===== src/rtl/ldch_pkg.sv =====
// Shared types, constants and the key function for the download code hash core.
// No dependencies; imported by lyric_download_code_hash_core.
`timescale 1ns / 1ps
`default_nettype none

package ldch_pkg;

   // Sequencer states
   typedef enum logic [2:0] {
      ST_IDLE,
      ST_MAC,
      ST_RSUM,
      ST_MIX,
      ST_MUL1,
      ST_MUL2,
      ST_OUT
   } ldch_state_type;

   // Reset value of the position weight
   localparam logic [31:0] WEIGHT_INIT = 32'h0000_0001;

   // Byte lanes of the song id
   localparam logic [31:0] LANE0_MASK = 32'h0000_00FF;
   localparam logic [31:0] LANE1_MASK = 32'h0000_FF00;
   localparam logic [31:0] LANE2_MASK = 32'h00FF_0000;
   localparam logic [31:0] LANE3_MASK = 32'hFF00_0000;

   // Shift amounts of the constant multipliers (x*(2^k+1) = (x<<k)+x)
   localparam int unsigned FWD_EVEN_SHIFT = 3;  // times 9
   localparam int unsigned FWD_ODD_SHIFT  = 4;  // times 17
   localparam int unsigned WGT_EVEN_SHIFT = 4;  // times 17
   localparam int unsigned WGT_ODD_SHIFT  = 5;  // times 33

   // Build the byte-permuted key; a zero high lane is replaced by an inverted low lane
   function automatic logic [31:0] make_key(input logic [31:0] id);
      logic [7:0] b0;
      logic [7:0] b1;
      logic [7:0] b2;
      logic [7:0] b3;
      logic [7:0] top;
      logic [7:0] low;
      b0  = 8'((id & LANE0_MASK) >> 0);
      b1  = 8'((id & LANE1_MASK) >> 8);
      b2  = 8'((id & LANE2_MASK) >> 16);
      b3  = 8'((id & LANE3_MASK) >> 24);
      top = (b2 != 8'd0) ? b2 : ~b1;
      low = (b3 != 8'd0) ? b3 : ~b0;
      return {top, b0, b1, low};
   endfunction

endpackage

`default_nettype wire


===== src/rtl/lyric_download_code_hash_core.sv =====
// Top level of the download verification code hash: sequencer, accumulators
// and one shared 32x32 multiplier. Depends on ldch_pkg.
`timescale 1ns / 1ps
`default_nettype none

// Takes a message one byte per request (artist text then title text, last marks
// the final byte) and returns one signed 32-bit code per message. A byte that is
// not last is multiplied by the position weight in the shared 32x32 multiplier, and
// back in idle the product is added to the reverse sum while the next byte is taken.
// The last byte passes through the weight product, sum and key mix, then two
// products through the same multiplier, before the code is offered, and the block
// then holds the code until it is taken. The song id is sampled with every byte and
// the last one's value is used. After the code is taken, all sums return to reset.
module lyric_download_code_hash_core (
   input  wire logic               clock,
   input  wire logic               reset,
   input  wire logic               req_valid,
   output logic                    req_ready,
   input  wire logic [7:0]         req_data_byte,
   input  wire logic               req_last,
   input  wire logic signed [31:0] req_song_id,
   output logic                    rsp_valid,
   input  wire logic               rsp_ready,
   output logic signed [31:0]      rsp_hash_code
);
   import ldch_pkg::*;

   ldch_state_type state_ff, state_in;

   logic [31:0] fwd_sum_ff, fwd_sum_in;
   logic [31:0] rev_sum_ff, rev_sum_in;
   logic [31:0] wgt_ff, wgt_in;
   logic        odd_ff, odd_in;
   logic        pend_ff, pend_in;
   logic [7:0]  byte_ff;
   logic        last_ff;
   logic [31:0] id_ff;
   logic [31:0] mix_ff, mix_in;
   logic [31:0] mul_ff, mul_in;

   logic [31:0] byte_sx;
   logic [31:0] key;
   logic [31:0] mul_a;
   logic [31:0] mul_b;
   logic [31:0] mul_full;
   logic        req_fire;
   logic        rsp_fire;

   assign req_fire = req_valid && req_ready;
   assign rsp_fire = rsp_valid && rsp_ready;
   assign byte_sx  = {{24{byte_ff[7]}}, byte_ff};
   assign key      = make_key(id_ff);

   // Advance the sequencer
   always_comb begin
      state_in = state_ff;
      case (state_ff)
         ST_IDLE: if (req_fire) state_in = ST_MAC;
         ST_MAC:  state_in = last_ff ? ST_RSUM : ST_IDLE;
         ST_RSUM: state_in = ST_MIX;
         ST_MIX:  state_in = ST_MUL1;
         ST_MUL1: state_in = ST_MUL2;
         ST_MUL2: state_in = ST_OUT;
         ST_OUT:  if (rsp_fire) state_in = ST_IDLE;
         default: state_in = ST_IDLE;
      endcase
   end

   // Drive the handshake outputs
   always_comb begin
      req_ready = 1'b0;
      rsp_valid = 1'b0;
      case (state_ff)
         ST_IDLE: req_ready = 1'b1;
         ST_OUT:  rsp_valid = 1'b1;
         default: begin
            req_ready = 1'b0;
            rsp_valid = 1'b0;
         end
      endcase
   end

   assign rsp_hash_code = signed'(mul_ff);

   // Select the shared multiplier operands; keep the low 32 product bits
   always_comb begin
      case (state_ff)
         ST_MUL1: begin
            mul_a = mix_ff;
            mul_b = fwd_sum_ff | key;
         end
         ST_MUL2: begin
            mul_a = mul_ff;
            mul_b = rev_sum_ff ^ id_ff;
         end
         default: begin
            mul_a = byte_sx;
            mul_b = wgt_ff;
         end
      endcase
      mul_full = mul_a * mul_b;
   end

   // Update the accumulators and the product register
   always_comb begin
      fwd_sum_in = fwd_sum_ff;
      rev_sum_in = rev_sum_ff;
      wgt_in     = wgt_ff;
      odd_in     = odd_ff;
      pend_in    = pend_ff;
      mix_in     = mix_ff;
      mul_in     = mul_ff;
      case (state_ff)
         ST_IDLE: begin
            // fold the previous byte's weighted value into the reverse sum
            if (pend_ff) begin
               rev_sum_in = rev_sum_ff + mul_ff;
               pend_in    = 1'b0;
            end
         end
         ST_MAC: begin
            mul_in = mul_full;
            if (odd_ff) begin
               fwd_sum_in = (fwd_sum_ff << FWD_ODD_SHIFT) + fwd_sum_ff + byte_sx;
               wgt_in     = (wgt_ff << WGT_ODD_SHIFT) + wgt_ff;
            end else begin
               fwd_sum_in = (fwd_sum_ff << FWD_EVEN_SHIFT) + fwd_sum_ff + byte_sx;
               wgt_in     = (wgt_ff << WGT_EVEN_SHIFT) + wgt_ff;
            end
            odd_in  = ~odd_ff;
            pend_in = ~last_ff;
         end
         ST_RSUM: rev_sum_in = rev_sum_ff + mul_ff;
         ST_MIX:  mix_in = (rev_sum_ff ^ key) + (fwd_sum_ff | id_ff);
         ST_MUL1: mul_in = mul_full;
         ST_MUL2: mul_in = mul_full;
         ST_OUT: begin
            // drop the message state once the code is taken
            if (rsp_fire) begin
               fwd_sum_in = '0;
               rev_sum_in = '0;
               wgt_in     = WEIGHT_INIT;
               odd_in     = 1'b0;
               pend_in    = 1'b0;
            end
         end
         default: begin
            fwd_sum_in = fwd_sum_ff;
         end
      endcase
   end

   // Hold control and accumulator state
   always_ff @(posedge clock) begin
      if (reset) begin
         state_ff   <= ST_IDLE;
         fwd_sum_ff <= '0;
         rev_sum_ff <= '0;
         wgt_ff     <= WEIGHT_INIT;
         odd_ff     <= 1'b0;
         pend_ff    <= 1'b0;
      end else begin
         state_ff   <= state_in;
         fwd_sum_ff <= fwd_sum_in;
         rev_sum_ff <= rev_sum_in;
         wgt_ff     <= wgt_in;
         odd_ff     <= odd_in;
         pend_ff    <= pend_in;
      end
   end

   // Capture the request payload and working products
   always_ff @(posedge clock) begin
      if (req_fire) begin
         byte_ff <= req_data_byte;
         last_ff <= req_last;
         id_ff   <= unsigned'(req_song_id);
      end
      mix_ff <= mix_in;
      mul_ff <= mul_in;
   end

   // Never offer a code while taking a request
   a_excl: assert property (@(posedge clock) disable iff (reset)
      !(req_ready && rsp_valid))
      else $error("request and response active together");

   // A taken code returns the sums to their reset values
   a_clear: assert property (@(posedge clock) disable iff (reset)
      rsp_valid && rsp_ready |=> fwd_sum_ff == '0 && rev_sum_ff == '0 &&
                                 wgt_ff == WEIGHT_INIT && !odd_ff)
      else $error("state not cleared after code");

   // A byte that is not last frees the input again once the multiply state has passed
   a_rate: assert property (@(posedge clock) disable iff (reset)
      req_valid && req_ready && !req_last |=> ##1 req_ready)
      else $error("byte took longer than two cycles");

   // No weighted product is left pending while a code is offered
   a_pend: assert property (@(posedge clock) disable iff (reset)
      rsp_valid |-> !pend_ff)
      else $error("pending product at code output");

endmodule

`default_nettype wire

===== config.mk =====
export PLATFORM = sky130hd
export DESIGN_NAME = lyric_download_code_hash_core
export DESIGN_NICKNAME = d
export VERILOG_FILES = /design/src/rtl/ldch_pkg.sv /design/src/rtl/lyric_download_code_hash_core.sv
export SDC_FILE = /design/constraint.sdc
export NUM_CORES = 2
export LEC_CHECK = 0
export ABC_AREA = 1
export BUFFER_PORTS_ARGS = -buffer_cell sky130_fd_sc_hd__buf_2
export CORE_ASPECT_RATIO = 0.6
export CORE_MARGIN = 1.5
export CORE_UTILIZATION = 50
export CTS_BUF_LIST = sky130_fd_sc_hd__clkbuf_16
export DETAILED_ROUTE_END_ITERATION = 7
export GPL_ROUTABILITY_DRIVEN = 0
export PLACE_DENSITY = 0.62
export SYNTH_ARGS = -nofsm -noshare
export SYNTH_HDL_FRONTEND = slang
export SYNTH_SLANG_ARGS = --single-unit

===== constraint.sdc =====
create_clock -name clock -period 10.1 [get_ports clock]
set_clock_uncertainty 0.1 [all_clocks]
set_input_delay 0.505 -clock clock [delete_from_list [all_inputs] [get_ports clock]]
set_output_delay 0.505 -clock clock [all_outputs]
set_load 0.01 [all_outputs]

==> results_dict.tcl <==
set metrics [dict create \
    crit_path_start "id_ff[25]" \
    std_cell_rows 74 \
    place.port_buffers 78 \
    grtUsageTotal_pct 38.2 \
    ant_nets 0 \
    area_growth_pct 8.04 \
    syn_inst 4656 \
    max_cap_violations 0 \
    slowest_delay_ns 0.58 \
    slew_violations 0 \
    pwr-share-comb_pct 62.5 \
    die_w_um 344 \
    ys_ff_latch 203 \
    antenna_found_initial 2 \
    hold_viol_final 0 \
    tns_ns 0 \
    syn_nets 5463 \
    synth_edf_count 105 \
    power.internal_mw 2.87 \
    switchingPower_mw 3.25 \
    nets 5563 \
    dieHeight_um 208 \
    critical_path_buf_inv_count 4 \
    cts-root-buf "clkbuf_16" \
    synth_top_cell_area_share_pct 26.7 \
    run_status "finished, final reports clean" \
    place_inst 5618 \
    min_period_ns 9.30 \
    max_freq_mhz 108 \
    synth-main-ff-cell "edfxtp_1" \
    wl_per_cell_um 24.0 \
    max_slew_margin_pct 25.9 \
    holdWs_ns 0.0170 \
    tightest_slew_ns 1.11 \
    yosysUniqueCellTypes 63 \
    rsz0062_at_grt "false" \
    rr_startpoint "id_ff[25]" \
    slowest_stage "nor2_1" \
    remaining_drc_errors 0 \
    total_power_mw 6.11 \
    pwr-share-clk_pct 15.6 \
    yosys_warnings 0 \
    critPathLaunchType "flop" \
    path_clk_slew_ns 0.07 \
    gr-total-overflow 0 \
    crit_type "reg -> reg" \
    grt_pass1_vias 30800 \
    critical_path.max_fanout 12 \
    core-area_mm2 0.0686 \
    arrival_ns 9.58 \
    initial_core_util_pct 51.0 \
    fin_crit_sh_pct 92.0 \
    clock-sinks 203 \
    numCtsBuffers 25 \
    final_cells 5693 \
    synth_area_mm2 0.0350 \
    holdBufCountCts 23 \
    drive_gt1_share_pct 5.76 \
    synth_area_leaders "fa_1 27%, nand2_1 11%, ha_1 11%" \
    dp_hpwl_mm 113 \
    yosysTopAreaCell "fa_1" \
    leakagePower_nw 18.9 \
    dieArea_mm2 0.0716 \
    power_density_mw_per_mm2 162 \
    viasPerCell 5.88 \
    required_ns 10.38 \
    crit_path_frequent_cell "fa_1" \
    rrSetupSlack_ns 0.80 \
    pwr-share-seq_pct 21.9 \
    num_vias 33500 \
    rr_worst_depth 30 \
    first_iter_violations 4628 \
    reg2reg_to "rsp_hash_code[26]" \
    hp-start "req_song_id[17]" \
    cts_tree "yes" \
    place_area_mm2 0.0367 \
    grt_max_degree 66 \
    synthArstFlopShare_pct 0 \
    setup_viol 0 \
    swShare_pct 53.1 \
    yosysMostFrequentCell "nand2_1" \
    cp_top_family "adder cells" \
    wirelength_mm 137 \
    end_kind "flop" \
    pin_count 79 \
    synth_common_cells "1,040 x nand2_1, 805 x inv_1, 466 x fa_1, 431 x nor2_1, 373 x a21oi_1" \
    avgSynthCellArea_um2 7.51 \
    stdcell_area_mm2 0.0378 \
    post-cts-setup-buffer-count 0 \
    postCtsResizedCells 0 \
    insertion_delay_ns 0.60 \
    hold_depth 1 \
    clockBufferDepth 3 \
    drtPass1Iterations 8 \
    crit_end "rsp_hash_code[26]" \
    worst-path-stages 30 \
    ir_worst_vdd_mv 0.159 \
    cts_max_level 1 \
    hold_class "in -> reg" \
    grt_pass1_wl_mm 202 \
    ys_seq_area_share_pct 14.6 \
]
-- worst register-to-register path: cells and delay by family, from the launching register on --
family                     cells  cell delay, ns
xor gates and xnor gates       1            0.30
adders and majority gates      9            3.89
and+or+nand+nor                8            1.84
buffers and inverters          4            0.65
DFF                            1            0.43
AOI/OAI and AO/OA              8            1.87
-- per-stage QoR --
stage               util (%)  setup slack, ns
finish                  55.1            0.803
global route            55.1            0.484
CTS                     55.1             1.18
detailed placement      53.5             1.19
global placement        53.5             1.25
floorplan                  -             1.16
-- how the worst min path moves through the flow --
stage                     end  slack, ns
floorplan             pend_ff       0.36
global placement      pend_ff       0.40
detailed placement    pend_ff       0.40
CTS                 id_ff[18]      0.009
global route        id_ff[18]      0.004
finish              id_ff[17]       0.02
-- routing by layer --
layer | share of wire, % | track usage, % | vias up
li1 | - | - | 15000
met1 | 45 | 60.1 | 16000
met2 | 34 | 44.6 | 2226
met3 | 19 | 20.1 | 198
met4 | 2.0 | 6.50 | 6
met5 | 0.27 | 2.96 | -
-- final cells by class --
class	instances	area, µm²
clock inverters	19	163
multi-input cells	3516	26300
fillers	6634	30800
repair buffers	183	1250
diodes	6	15.0
well taps	912	1140
clock buffers	27	676
flip-flops and latches	203	5120
inverters	827	3100
-- power by group through the flow --
stage	Sequential [mW]	Clock, mW	Combinational [mW]
detailed placement	1.34	0	3.59
global route	1.34	0.991	4.14
global placement	1.34	0	3.61
finish	1.34	0.955	3.82
CTS	1.32	0.960	3.65
floorplan	1.20	0	2.38
-- logic make-up (layout without fill, tap and decap cells) --
kind of cell	count (synthesis)	count (layout)	synth area share, %
compound gates	797	797	13.0
xor+xnor	148	148	3.71
fa+ha+maj	762	762	37.3
buf+inv	937	1056	10.2
flops	203	203	14.6
mux	1	1	0.0286
other cells	0	6	0
simple gates	1808	1808	21.2
-- sequential cells by signal (all words and copies together), names as in the netlist, 3 cells and up --
| name | cells |
|---|---|
| id_ff | 32 |
| fwd_sum_ff | 32 |
| state_ff | 3 |
| rev_sum_ff | 32 |
| mix_ff | 32 |
| byte_ff | 8 |
| rsp_hash_code | 32 |
| wgt_ff | 29 |
-- layout by cell type (no fill, tap or decap), types with 23 or more instances in the layout --
master and count:
nand2_1 1040, inv_1 808, fa_1 466, nor2_1 430
a21oi_1 373, ha_1 296, o21ai_0 225, nand3_1 180
edfxtp_1 105, xor2_1 100, dfxtp_1 97, buf_4 82
buf_2 77, xnor2_1 48, nor3_1 40, or2_2 32
a21boi_0 27, clkbuf_16 27, a21o_1 26, dlygate4sd3_1 23
(Power assumes the default switching activity.)
